File: src/mrp_pkg.sv
// ============================================================================
// mrp_pkg
// Shared widths, codes and controller/datapath interface types for the
// message rate policer.
// ============================================================================
package mrp_pkg;

    // per-second history ring depth
    localparam int WINDOW_DEPTH = 64;
    localparam int POS_W        = $clog2(WINDOW_DEPTH);
    localparam int LEN_W        = $clog2(WINDOW_DEPTH + 1);

    // field widths
    localparam int TICK_W = 32;
    localparam int LVL_W  = 31;
    localparam int VTL_W  = 8;
    localparam int WLEN_W = 7;
    localparam int CFG_W  = 31;

    // window sum can grow to depth * 2^32
    localparam int ACC_W = TICK_W + LEN_W;

    // rate divider: count * 1000 fits in 32 + 10 bits
    localparam int MS_W   = 10;
    localparam int DIVD_W = TICK_W + MS_W;
    localparam int DCNT_W = $clog2(DIVD_W);

    // whole seconds: floor(t / 1000) = (t * RECIP_1000) >> RECIP_SHIFT, exact on 32 bits
    localparam int              SECS_W      = 23;
    localparam int              RECIP_SHIFT = 38;
    localparam logic [31:0]     RECIP_1000  = 32'h10624DD3;
    localparam logic [TICK_W-1:0] MS_PER_SEC = 32'd1000;

    // configuration register indexes
    localparam int CFG_IDX_W = 3;
    typedef enum logic [CFG_IDX_W-1:0] {
        REG_WARN_LEVEL       = 3'd0,
        REG_ALARM_LEVEL      = 3'd1,
        REG_DISCONNECT_LEVEL = 3'd2,
        REG_CUMULATIVE_LIMIT = 3'd3,
        REG_VIOLATIONS_LOCK  = 3'd4,
        REG_WINDOW_LEN       = 3'd5
    } cfg_index_t;

    // result codes
    localparam logic [1:0] LEVEL_NORMAL = 2'd0;
    localparam logic [1:0] LEVEL_WARN   = 2'd1;
    localparam logic [1:0] LEVEL_ALARM  = 2'd2;
    localparam logic [1:0] GRADE_DISC   = 2'd3;

    localparam logic [1:0] VIOL_NONE  = 2'd0;
    localparam logic [1:0] VIOL_RATE  = 2'd1;
    localparam logic [1:0] VIOL_BURST = 2'd2;
    localparam logic [1:0] VIOL_CUM   = 2'd3;

    typedef struct packed {
        logic [LVL_W-1:0]  warn_level;
        logic [LVL_W-1:0]  alarm_level;
        logic [LVL_W-1:0]  disconnect_level;
        logic [LVL_W-1:0]  cumulative_limit;
        logic [VTL_W-1:0]  violations_to_lock;
        logic [WLEN_W-1:0] window_len;
    } mrp_cfg_t;

    // controller -> datapath
    typedef struct packed {
        logic load;
        logic restart;
        logic eval;
        logic div_step;
        logic setup;
        logic fill;
        logic put;
        logic grade;
        logic sum_step;
        logic cum;
        logic finish;
        logic out_load;
    } mrp_cmd_t;

    // datapath -> controller
    typedef struct packed {
        logic is_restart;
        logic win_due;
        logic div_last;
        logic fill_done;
        logic grade_viol;
        logic sum_done;
        logic out_free;
    } mrp_status_t;

endpackage

File: src/message_rate_policer.sv
// ============================================================================
// message_rate_policer
// Message rate policer top level: configuration registers, sequencer and
// datapath.
// ============================================================================
// One word is processed at a time and each word returns one result word.
// A message inside the current one-second window reads the history RAM
// one slot a cycle for the window sum, len being the effective window
// length; a burst violation skips the sum. A message that closes a window
// adds the serial rate divider, setup, fill check and ring write, and
// marks each idle second (at most len) empty in the ring. A finished result
// waits in the output register while the next word is accepted. The history
// ring clears through per-slot valid bits, so no clearing pass follows reset
// or restart.
module message_rate_policer import mrp_pkg::*; (
    input  logic                 aclk,
    input  logic                 aresetn,
    // configuration
    input  logic                 cfg_wr_en,
    input  logic [CFG_IDX_W-1:0] cfg_index,
    input  logic [CFG_W-1:0]     cfg_wdata,
    // input words
    input  logic                 s_valid,
    output logic                 s_ready,
    input  logic                 s_req_type,
    input  logic [TICK_W-1:0]    s_now_ms,
    // result words
    output logic                 m_valid,
    input  logic                 m_ready,
    output logic [1:0]           m_warning_level,
    output logic [1:0]           m_violation,
    output logic                 m_lock_session,
    output logic [TICK_W-1:0]    m_rate_per_sec,
    output logic [TICK_W-1:0]    m_window_sum
);

    mrp_cfg_t    cfg_reg;
    mrp_cmd_t    cmd;
    mrp_status_t status;

    // configuration registers
    always_ff @(posedge aclk) begin
        if (!aresetn) begin
            cfg_reg.warn_level         <= LVL_W'(80);
            cfg_reg.alarm_level        <= LVL_W'(90);
            cfg_reg.disconnect_level   <= LVL_W'(100);
            cfg_reg.cumulative_limit   <= LVL_W'(6000);
            cfg_reg.violations_to_lock <= VTL_W'(3);
            cfg_reg.window_len         <= WLEN_W'(60);
        end else if (cfg_wr_en) begin
            case (cfg_index)
                REG_WARN_LEVEL:       cfg_reg.warn_level         <= cfg_wdata[LVL_W-1:0];
                REG_ALARM_LEVEL:      cfg_reg.alarm_level        <= cfg_wdata[LVL_W-1:0];
                REG_DISCONNECT_LEVEL: cfg_reg.disconnect_level   <= cfg_wdata[LVL_W-1:0];
                REG_CUMULATIVE_LIMIT: cfg_reg.cumulative_limit   <= cfg_wdata[LVL_W-1:0];
                REG_VIOLATIONS_LOCK:  cfg_reg.violations_to_lock <= cfg_wdata[VTL_W-1:0];
                REG_WINDOW_LEN:       cfg_reg.window_len         <= cfg_wdata[WLEN_W-1:0];
                default: begin
                end
            endcase
        end
    end

    mrp_ctrl u_ctrl (
        .aclk    (aclk),
        .aresetn (aresetn),
        .s_valid (s_valid),
        .s_ready (s_ready),
        .status  (status),
        .cmd     (cmd)
    );

    mrp_dpath u_dpath (
        .aclk            (aclk),
        .aresetn         (aresetn),
        .cfg             (cfg_reg),
        .cmd             (cmd),
        .status          (status),
        .s_req_type      (s_req_type),
        .s_now_ms        (s_now_ms),
        .m_valid         (m_valid),
        .m_ready         (m_ready),
        .m_warning_level (m_warning_level),
        .m_violation     (m_violation),
        .m_lock_session  (m_lock_session),
        .m_rate_per_sec  (m_rate_per_sec),
        .m_window_sum    (m_window_sum)
    );

    // one word in flight: no accept right after an accept
    a_one_in_flight: assert property (@(posedge aclk) disable iff (!aresetn)
        (s_valid && s_ready) |=> !s_ready)
        else $error("word accepted while previous word still in work");

    // rate or burst violations carry no window sum
    a_viol_sum_zero: assert property (@(posedge aclk) disable iff (!aresetn)
        (m_valid && ((m_violation == VIOL_RATE) || (m_violation == VIOL_BURST)))
            |-> (m_window_sum == '0))
        else $error("window sum reported with rate or burst violation");

    // lock only comes with a violation
    a_lock_needs_viol: assert property (@(posedge aclk) disable iff (!aresetn)
        (m_valid && m_lock_session) |-> (m_violation != VIOL_NONE))
        else $error("session lock without violation");

    // a violation clears the warning grade
    a_viol_level_zero: assert property (@(posedge aclk) disable iff (!aresetn)
        (m_valid && (m_violation != VIOL_NONE)) |-> (m_warning_level == LEVEL_NORMAL))
        else $error("warning level set alongside a violation");

endmodule

File: src/mrp_ram.sv
// ============================================================================
// mrp_ram
// Generic single-write, single-read RAM with registered read data.
// ============================================================================
module mrp_ram #(
    parameter int WIDTH = 32,
    parameter int DEPTH = 64
) (
    input  logic                                   aclk,
    input  logic                                   we,
    input  logic [((DEPTH > 1) ? $clog2(DEPTH) : 1)-1:0] waddr,
    input  logic [WIDTH-1:0]                       wdata,
    input  logic [((DEPTH > 1) ? $clog2(DEPTH) : 1)-1:0] raddr,
    output logic [WIDTH-1:0]                       rdata
);

    logic [WIDTH-1:0] mem [DEPTH];

    always_ff @(posedge aclk) begin
        if (we) begin
            mem[waddr] <= wdata;
        end
        rdata <= mem[raddr];
    end

endmodule

File: src/mrp_ctrl.sv
// ============================================================================
// mrp_ctrl
// Sequencer for the policer: steps the datapath through evaluation or restart,
// rate divide, idle-second fill, ring write, grading, ring sum and result hand-off.
// ============================================================================
module mrp_ctrl import mrp_pkg::*; (
    input  logic        aclk,
    input  logic        aresetn,
    input  logic        s_valid,
    output logic        s_ready,
    input  mrp_status_t status,
    output mrp_cmd_t    cmd
);

    typedef enum logic [3:0] {
        ST_IDLE,
        ST_EVAL,
        ST_DIV,
        ST_SETUP,
        ST_FILL,
        ST_PUT,
        ST_GRADE,
        ST_SUM,
        ST_CUM,
        ST_FIN,
        ST_DONE
    } state_t;

    state_t state_reg, state_next;
    logic   ready_reg;

    assign s_ready = ready_reg;

    // next state and commands
    always_comb begin
        state_next = state_reg;
        cmd        = '0;
        case (state_reg)
            ST_IDLE: begin
                if (s_valid && ready_reg) begin
                    cmd.load   = 1'b1;
                    state_next = ST_EVAL;
                end
            end
            ST_EVAL: begin
                if (status.is_restart) begin
                    cmd.restart = 1'b1;
                    state_next  = ST_DONE;
                end else begin
                    cmd.eval   = 1'b1;
                    state_next = status.win_due ? ST_DIV : ST_GRADE;
                end
            end
            ST_DIV: begin
                cmd.div_step = 1'b1;
                if (status.div_last) begin
                    state_next = ST_SETUP;
                end
            end
            ST_SETUP: begin
                cmd.setup  = 1'b1;
                state_next = ST_FILL;
            end
            ST_FILL: begin
                if (status.fill_done) begin
                    state_next = ST_PUT;
                end else begin
                    cmd.fill = 1'b1;
                end
            end
            ST_PUT: begin
                cmd.put    = 1'b1;
                state_next = ST_GRADE;
            end
            ST_GRADE: begin
                cmd.grade  = 1'b1;
                state_next = status.grade_viol ? ST_FIN : ST_SUM;
            end
            ST_SUM: begin
                cmd.sum_step = 1'b1;
                if (status.sum_done) begin
                    state_next = ST_CUM;
                end
            end
            ST_CUM: begin
                cmd.cum    = 1'b1;
                state_next = ST_FIN;
            end
            ST_FIN: begin
                cmd.finish = 1'b1;
                state_next = ST_DONE;
            end
            ST_DONE: begin
                if (status.out_free) begin
                    cmd.out_load = 1'b1;
                    state_next   = ST_IDLE;
                end
            end
            default: begin
                state_next = ST_IDLE;
            end
        endcase
    end

    // state and registered ready
    always_ff @(posedge aclk) begin
        if (!aresetn) begin
            state_reg <= ST_IDLE;
            ready_reg <= 1'b0;
        end else begin
            state_reg <= state_next;
            ready_reg <= (state_next == ST_IDLE);
        end
    end

endmodule

File: src/mrp_dpath.sv
// ============================================================================
// mrp_dpath
// Policer datapath: window state, serial rate divider, history ring with
// valid bits, serial ring sum, grading, violation counter and result register.
// ============================================================================
module mrp_dpath import mrp_pkg::*; (
    input  logic              aclk,
    input  logic              aresetn,
    input  mrp_cfg_t          cfg,
    input  mrp_cmd_t          cmd,
    output mrp_status_t       status,
    input  logic              s_req_type,
    input  logic [TICK_W-1:0] s_now_ms,
    output logic              m_valid,
    input  logic              m_ready,
    output logic [1:0]        m_warning_level,
    output logic [1:0]        m_violation,
    output logic              m_lock_session,
    output logic [TICK_W-1:0] m_rate_per_sec,
    output logic [TICK_W-1:0] m_window_sum
);

    // captured word
    logic              req_reg;
    logic [TICK_W-1:0] now_reg;

    // persistent policer state
    logic [TICK_W-1:0]       window_start_reg;
    logic [TICK_W-1:0]       pending_reg;
    logic [TICK_W-1:0]       last_rate_reg;
    logic [POS_W-1:0]        pos_reg;
    logic [WINDOW_DEPTH-1:0] valid_reg;
    logic [VTL_W-1:0]        viol_cnt_reg;

    // per-word working registers
    logic              win_reg;
    logic [DIVD_W-1:0] dq_reg;
    logic [TICK_W:0]   rem_reg;
    logic [TICK_W-1:0] divisor_reg;
    logic [DCNT_W-1:0] div_cnt_reg;
    logic [SECS_W-1:0] secs_reg;
    logic [LEN_W-1:0]  idle_reg;
    logic [1:0]        level_reg;
    logic [1:0]        viol_reg;
    logic              lock_reg;
    logic [ACC_W-1:0]  acc_reg;
    logic [LEN_W-1:0]  idx_reg;
    logic              rd_pend_reg;
    logic              rd_bit_reg;
    logic              m_valid_reg;

    logic [TICK_W-1:0] ram_rdata;

    // effective window length: zero acts as one, capped at the ring depth
    logic [LEN_W-1:0] len;
    always_comb begin
        if (cfg.window_len == '0) begin
            len = LEN_W'(1);
        end else if (32'(cfg.window_len) > 32'(WINDOW_DEPTH)) begin
            len = LEN_W'(WINDOW_DEPTH);
        end else begin
            len = LEN_W'(cfg.window_len);
        end
    end

    // window timing
    logic [TICK_W-1:0] elapsed;
    logic              win_due;
    logic [TICK_W-1:0] pending_inc;
    logic [63:0]       secs_prod;
    logic [SECS_W-1:0] secs_next;

    assign elapsed     = now_reg - window_start_reg;
    assign win_due     = (elapsed >= MS_PER_SEC);
    assign pending_inc = (pending_reg == '1) ? pending_reg : pending_reg + TICK_W'(1);
    assign secs_prod   = 64'(elapsed) * 64'(RECIP_1000);
    assign secs_next   = secs_prod[RECIP_SHIFT +: SECS_W];

    // ring position, restarted when it lies past the window length
    logic [POS_W-1:0] pos_cur;
    logic [LEN_W-1:0] pos_inc;
    logic [POS_W-1:0] pos_adv;

    assign pos_cur = (LEN_W'(pos_reg) >= len) ? '0 : pos_reg;
    assign pos_inc = LEN_W'(pos_cur) + LEN_W'(1);
    assign pos_adv = (pos_inc >= len) ? '0 : pos_inc[POS_W-1:0];

    // restoring divider step, one quotient bit a cycle
    logic [TICK_W:0]   rem_shift;
    logic              rem_fits;
    logic [TICK_W:0]   rem_new;
    logic [DIVD_W-1:0] dq_new;
    logic [TICK_W-1:0] rate_q;

    assign rem_shift = {rem_reg[TICK_W-1:0], dq_reg[DIVD_W-1]};
    assign rem_fits  = (rem_shift >= {1'b0, divisor_reg});
    assign rem_new   = rem_fits ? (rem_shift - {1'b0, divisor_reg}) : rem_shift;
    assign dq_new    = {dq_reg[DIVD_W-2:0], rem_fits};
    assign rate_q    = (|dq_reg[DIVD_W-1:TICK_W]) ? '1 : dq_reg[TICK_W-1:0];

    // idle seconds minus the current one, capped at the window length
    logic [SECS_W-1:0] secs_m1;
    logic [LEN_W-1:0]  idle_next;

    assign secs_m1   = secs_reg - SECS_W'(1);
    assign idle_next = (secs_m1 > SECS_W'(len)) ? len : LEN_W'(secs_m1);

    // grading of the rate or the running count
    function automatic logic [1:0] grade_of(input logic [TICK_W-1:0] v, input mrp_cfg_t c);
        logic [1:0] g;
        if (v < TICK_W'(c.warn_level)) begin
            g = LEVEL_NORMAL;
        end else if (v < TICK_W'(c.alarm_level)) begin
            g = LEVEL_WARN;
        end else if (v < TICK_W'(c.disconnect_level)) begin
            g = LEVEL_ALARM;
        end else begin
            g = GRADE_DISC;
        end
        return g;
    endfunction

    logic [TICK_W-1:0] grade_val;
    logic [1:0]        grade_cur;

    assign grade_val = win_reg ? last_rate_reg : pending_reg;
    assign grade_cur = grade_of(grade_val, cfg);

    // violation counter step
    logic [VTL_W-1:0] viol_cnt_inc;
    logic             lock_hit;

    assign viol_cnt_inc = viol_cnt_reg + VTL_W'(1);
    assign lock_hit     = (viol_cnt_inc >= cfg.violations_to_lock);

    // history ring storage
    mrp_ram #(
        .WIDTH (TICK_W),
        .DEPTH (WINDOW_DEPTH)
    ) u_hist (
        .aclk  (aclk),
        .we    (cmd.put),
        .waddr (pos_cur),
        .wdata (last_rate_reg),
        .raddr (idx_reg[POS_W-1:0]),
        .rdata (ram_rdata)
    );

    // status to the controller
    assign status.is_restart = req_reg;
    assign status.win_due    = win_due;
    assign status.div_last   = (div_cnt_reg == DCNT_W'(DIVD_W - 1));
    assign status.fill_done  = (idle_reg == '0);
    assign status.grade_viol = (grade_cur == GRADE_DISC);
    assign status.sum_done   = (idx_reg >= len) && !rd_pend_reg;
    assign status.out_free   = !m_valid_reg || m_ready;

    // persistent state and handshake flags
    always_ff @(posedge aclk) begin
        if (!aresetn) begin
            window_start_reg <= '0;
            pending_reg      <= '0;
            last_rate_reg    <= '0;
            pos_reg          <= '0;
            valid_reg        <= '0;
            viol_cnt_reg     <= '0;
            rd_pend_reg      <= 1'b0;
            m_valid_reg      <= 1'b0;
        end else begin
            if (cmd.restart) begin
                valid_reg   <= '0;
                pos_reg     <= '0;
                pending_reg <= '0;
            end
            if (cmd.eval) begin
                pending_reg <= pending_inc;
            end
            if (cmd.setup) begin
                last_rate_reg    <= rate_q;
                window_start_reg <= now_reg;
                pending_reg      <= '0;
            end
            // idle second: slot reads back as zero
            if (cmd.fill) begin
                valid_reg[pos_cur] <= 1'b0;
                pos_reg            <= pos_adv;
            end
            if (cmd.put) begin
                valid_reg[pos_cur] <= 1'b1;
                pos_reg            <= pos_adv;
            end
            if (cmd.grade) begin
                rd_pend_reg <= 1'b0;
            end
            if (cmd.sum_step) begin
                rd_pend_reg <= (idx_reg < len);
            end
            if (cmd.finish && (viol_reg != VIOL_NONE)) begin
                viol_cnt_reg <= lock_hit ? '0 : viol_cnt_inc;
            end
            // result register
            if (cmd.out_load) begin
                m_valid_reg <= 1'b1;
            end else if (m_ready) begin
                m_valid_reg <= 1'b0;
            end
        end
    end

    // working registers
    always_ff @(posedge aclk) begin
        if (cmd.load) begin
            req_reg <= s_req_type;
            now_reg <= s_now_ms;
        end
        if (cmd.restart) begin
            level_reg <= LEVEL_NORMAL;
            viol_reg  <= VIOL_NONE;
            lock_reg  <= 1'b0;
            acc_reg   <= '0;
        end
        if (cmd.eval) begin
            win_reg     <= win_due;
            dq_reg      <= DIVD_W'(pending_inc) * DIVD_W'(MS_PER_SEC);
            rem_reg     <= '0;
            divisor_reg <= elapsed;
            div_cnt_reg <= '0;
            secs_reg    <= secs_next;
            lock_reg    <= 1'b0;
        end
        if (cmd.div_step) begin
            dq_reg      <= dq_new;
            rem_reg     <= rem_new;
            div_cnt_reg <= div_cnt_reg + DCNT_W'(1);
        end
        if (cmd.setup) begin
            idle_reg <= idle_next;
        end
        if (cmd.fill) begin
            idle_reg <= idle_reg - LEN_W'(1);
        end
        if (cmd.grade) begin
            acc_reg <= '0;
            idx_reg <= '0;
            if (grade_cur == GRADE_DISC) begin
                level_reg <= LEVEL_NORMAL;
                viol_reg  <= win_reg ? VIOL_RATE : VIOL_BURST;
            end else begin
                level_reg <= grade_cur;
                viol_reg  <= VIOL_NONE;
            end
        end
        // ring sum: the data for an address comes back in the next cycle
        if (cmd.sum_step) begin
            if (idx_reg < len) begin
                rd_bit_reg <= valid_reg[idx_reg[POS_W-1:0]];
                idx_reg    <= idx_reg + LEN_W'(1);
            end
            if (rd_pend_reg && rd_bit_reg) begin
                acc_reg <= acc_reg + ACC_W'(ram_rdata);
            end
        end
        if (cmd.cum && (acc_reg >= ACC_W'(cfg.cumulative_limit))) begin
            viol_reg  <= VIOL_CUM;
            level_reg <= LEVEL_NORMAL;
        end
        if (cmd.finish && (viol_reg != VIOL_NONE)) begin
            level_reg <= LEVEL_NORMAL;
            lock_reg  <= lock_hit;
        end
        if (cmd.out_load) begin
            m_warning_level <= level_reg;
            m_violation     <= viol_reg;
            m_lock_session  <= lock_reg;
            m_rate_per_sec  <= last_rate_reg;
            if ((viol_reg == VIOL_RATE) || (viol_reg == VIOL_BURST)) begin
                m_window_sum <= '0;
            end else if (|acc_reg[ACC_W-1:TICK_W]) begin
                m_window_sum <= '1;
            end else begin
                m_window_sum <= acc_reg[TICK_W-1:0];
            end
        end
    end

    assign m_valid = m_valid_reg;

endmodule
File: config.mk
export PLATFORM = sky130hd
export DESIGN_NAME = message_rate_policer
export DESIGN_NICKNAME = d
export VERILOG_FILES = /design/src/mrp_pkg.sv /design/src/message_rate_policer.sv /design/src/mrp_ram.sv /design/src/mrp_ctrl.sv /design/src/mrp_dpath.sv
export SDC_FILE = /design/constraint.sdc
export NUM_CORES = 2
export LEC_CHECK = 0
export CAP_MARGIN = 30
export CORE_MARGIN = 2
export CORE_UTILIZATION = 30
export CTS_BUF_LIST = sky130_fd_sc_hd__clkbuf_4
export DETAILED_ROUTE_END_ITERATION = 8
export DONT_BUFFER_PORTS = 1
export SLEW_MARGIN = 20
export SYNTH_ARGS = -nofsm -noshare
export SYNTH_HDL_FRONTEND = slang
export SYNTH_SLANG_ARGS = --single-unit
File: constraint.sdc
create_clock -name aclk -period 19.15 [get_ports aclk]
set_input_delay 0.9575 -clock aclk [delete_from_list [all_inputs] [get_ports aclk]]
set_output_delay 0.9575 -clock aclk [all_outputs]
set_load 0.02 [all_outputs]
==> summary.md <==
| Metric | Value |
|---|---|
| Mean area per synthesized cell | `approximately 15 µm²` |
| Top FF cell, synth | `edfxtp_1` |
| PortBufs | `0` |
| #FFs+latches synth | `around 2700` |
| Final GP Congestion | `between 0.8 and 0.9` |
| Total number of H-tree levels | `6` |
| Critical path type | `flop to flop` |
| Synthesized area | `around 130000 µm²` |
| CTS Sinks | `~2700` |
| Number of flops mapped to enable cells by yosys | `2295` |
| Crit path capture type | `flop` |
| Mapped Nets | `10131` |
| Root Buffer | `clkbuf_4` |
| Max cap viols | `0` |
| Dpl cells | `about 14000` |
| Commonest non-fill, non-tap cell in the layout | `edfxtp_1` |
| Most frequent cells in the layout | `2295 x edfxtp_1, 1025 x clkbuf_4, 817 x inv_1, 738 x ha_1, 576 x nand2_1` |
| 1st-iter DRT viols | `approximately 7300` |
| Routed vias/inst | `about 5.0` |
| Total congestion overflow | `0` |
| Largest net degree at the start of global routing | `roughly 120` |
| Final Non-Filler Cells | `15835` |
| Most used cell along the critical path | `inv_1` |
| Synth area leaders | `edfxtp_1 53%, mux4_2 8.9%, ha_1 7.1%` |
| Row cnt | `242` |
| Vias | `roughly 80000` |
| CTS Buffer Depth | `4` |
| Die span in x | `664.7 µm` |
| Gate Count Post-Synth | `between 8000 and 9000` |
| RSZ-0062 raised after global routing | `no` |
| Max reg flops | `~2000` |
| Area grow syn2layout | `14.00%` |
| Fmax | `approximately 85 MHz` |
| DR DRC count | `0` |
| Gr usage total | `0.1662` |
| Netlist cell types | `88` |
| Register area share after synthesis | `0.5877` |
| Skew final | `0.1448 ns` |
| Detail Route Antenna Nets | `0` |
| Total die area | `~440000 µm²` |
| Cts bufs inserted | `between 600 and 700` |
| DP HPWL | `233400 µm` |
| Crit path largest cell delay | `around 0.83 ns` |
| Total Nets Final | `between 10000 and 15000` |
| IO Count | `between 100 and 150` |
| CTS resizes | `0` |
| Fin. max-slew vios | `0` |
| CTS Hold Bufs | `approximately 130` |
| Total of warnings raised by yosys | `0` |
| CP max FO | `10` |
| Share of the synthesized area in the top cell type | `0.5263` |
| Final Setup Violations | `0` |
| Status | `finished clean` |
| Hold Vio Cnt, Final | `0` |
| # Post-CTS Setup Buffers | `0` |
| Setup total negative slack | `0 ns` |
| CP arrival | `12.90 ns` |
| First-pass DRT Iterations | `6` |
| Skew-Pair Late Insertion Delay | `~1.6 ns` |
| Setup crit start kind | `flop` |
| Clock Pin Slew Worst Setup and Hold Paths | `0.06 ns` |
| Hold Crit Class | `input pin to flop` |
| Worst slew pin tran | `1.054 ns` |
| Routed wire length | `between 300000 and 400000 µm` |
| Hold WS | `roughly 0.23 ns` |
| Wire per inst | `between 20 and 25 µm` |
| Number of global-route vias before repair | `a little over 80000` |
| Cell taking the most area after synthesis | `edfxtp_1` |
| TritonCTS clock tree | `done` |
| Rel. slew slack | `0.2972` |
| Slowest-stage cell, CP | `o311ai_0` |
| Worst Path Required | `20.33 ns` |
| Core area | `around 430000 µm²` |
| Ratio of cells with drive above 1 in the final layout | `0.2043` |
| Ys async rst share | `0` |
| First-pass GRT wire length | `roughly 550000 µm` |
| Die H | `about 660 µm` |
| Initial Util | `0.3014` |
| Tcrit/Tclk final | `0.6117` |
| Minimum clock period | `roughly 12 ns` |
| Initial antenna violation count | `17` |
cells by family after synthesis:
kind of cell    synth area share
simple gates             0.05167
flops                     0.5877
xor+xnor                 0.01377
compound gates           0.06741
buf+inv                  0.03478
mux                       0.1100
fa+ha+maj                 0.1347
routing by layer:
| layer | wire (µm) | vias to the layer above | track usage |
|---|---|---|---|
| met4 | 14720 | 8 | 0.06841 |
| li1 | - | 35292 | - |
| met1 | 156900 | 40850 | 0.2173 |
| met2 | 181700 | 2812 | 0.2770 |
| met3 | 23140 | 529 | 0.02342 |
| met5 | 49 | - | 0 |
synth_stat cells (all sizes together) (57+ instances only):
cell type / number
edfxtp: 2295
a21o: 102
xor2: 92
nand3: 118
o211ai: 92
mux2i: 245
a21oi: 433
ha: 738
clkbuf: 274
o221ai: 102
xnor2: 113
buf: 100
o22ai: 57
fa: 420
o21ai: 259
mux4: 515
nor3: 77
nand2: 579
nor2: 389
inv: 823
dfxtp: 402
stage by stage:
stage                     utilization  setup slack, ns  area [µm²]
after CTS                      0.3432            7.610      149100
after floorplan                     -            9.577      131000
after detailed placement       0.3200            7.641      139000
after global routing           0.3435            6.591      149300
final                          0.3436            7.436      149300
after global placement         0.3199            7.772      139000
path summary, 6_finish.rpt:
check | start | slack (ns) | cells past startpoint | to
worst min-delay path | cfg_index[2] | 0.23 | 3 | cfg_reg[2]
worst max-delay path | u_dpath.now_reg[0] | 7.44 | 39 | u_dpath.secs_reg[15]
worst min register to register | u_dpath.viol_reg[1] | 0.42 | 0 | u_dpath.m_violation[1]
worst max register to register | u_dpath.now_reg[0] | 7.44 | 39 | u_dpath.secs_reg[15]
cell type report:
| class | count | area [µm²] |
|---|---|---|
| antenna | 14 | 35.03 |
| clock buffer | 1024 | 7687 |
| clock inverter | 176 | 1102 |
| fill | 41821 | 285200 |
| inverter | 823 | 3104 |
| multi-input combinational | 5007 | 50010 |
| sequential | 2697 | 77020 |
| tap | 5734 | 7174 |
| timing repair buffer | 360 | 3148 |
worst max-delay path: cells and delay by family, from the launching register on:
kind | cells | cell delay, ns
adders and majority gates | 11 | 4.28
buffers and inverters | 8 | 0.46
DFF | 1 | 0.38
AOI/OAI and AO/OA | 13 | 4.23
muxes | 1 | 0.37
and+or+nand+nor | 6 | 1.65
Power is not shown: default switching activity piles up to over one toggle a cycle in this logic, so the estimate is an artifact.
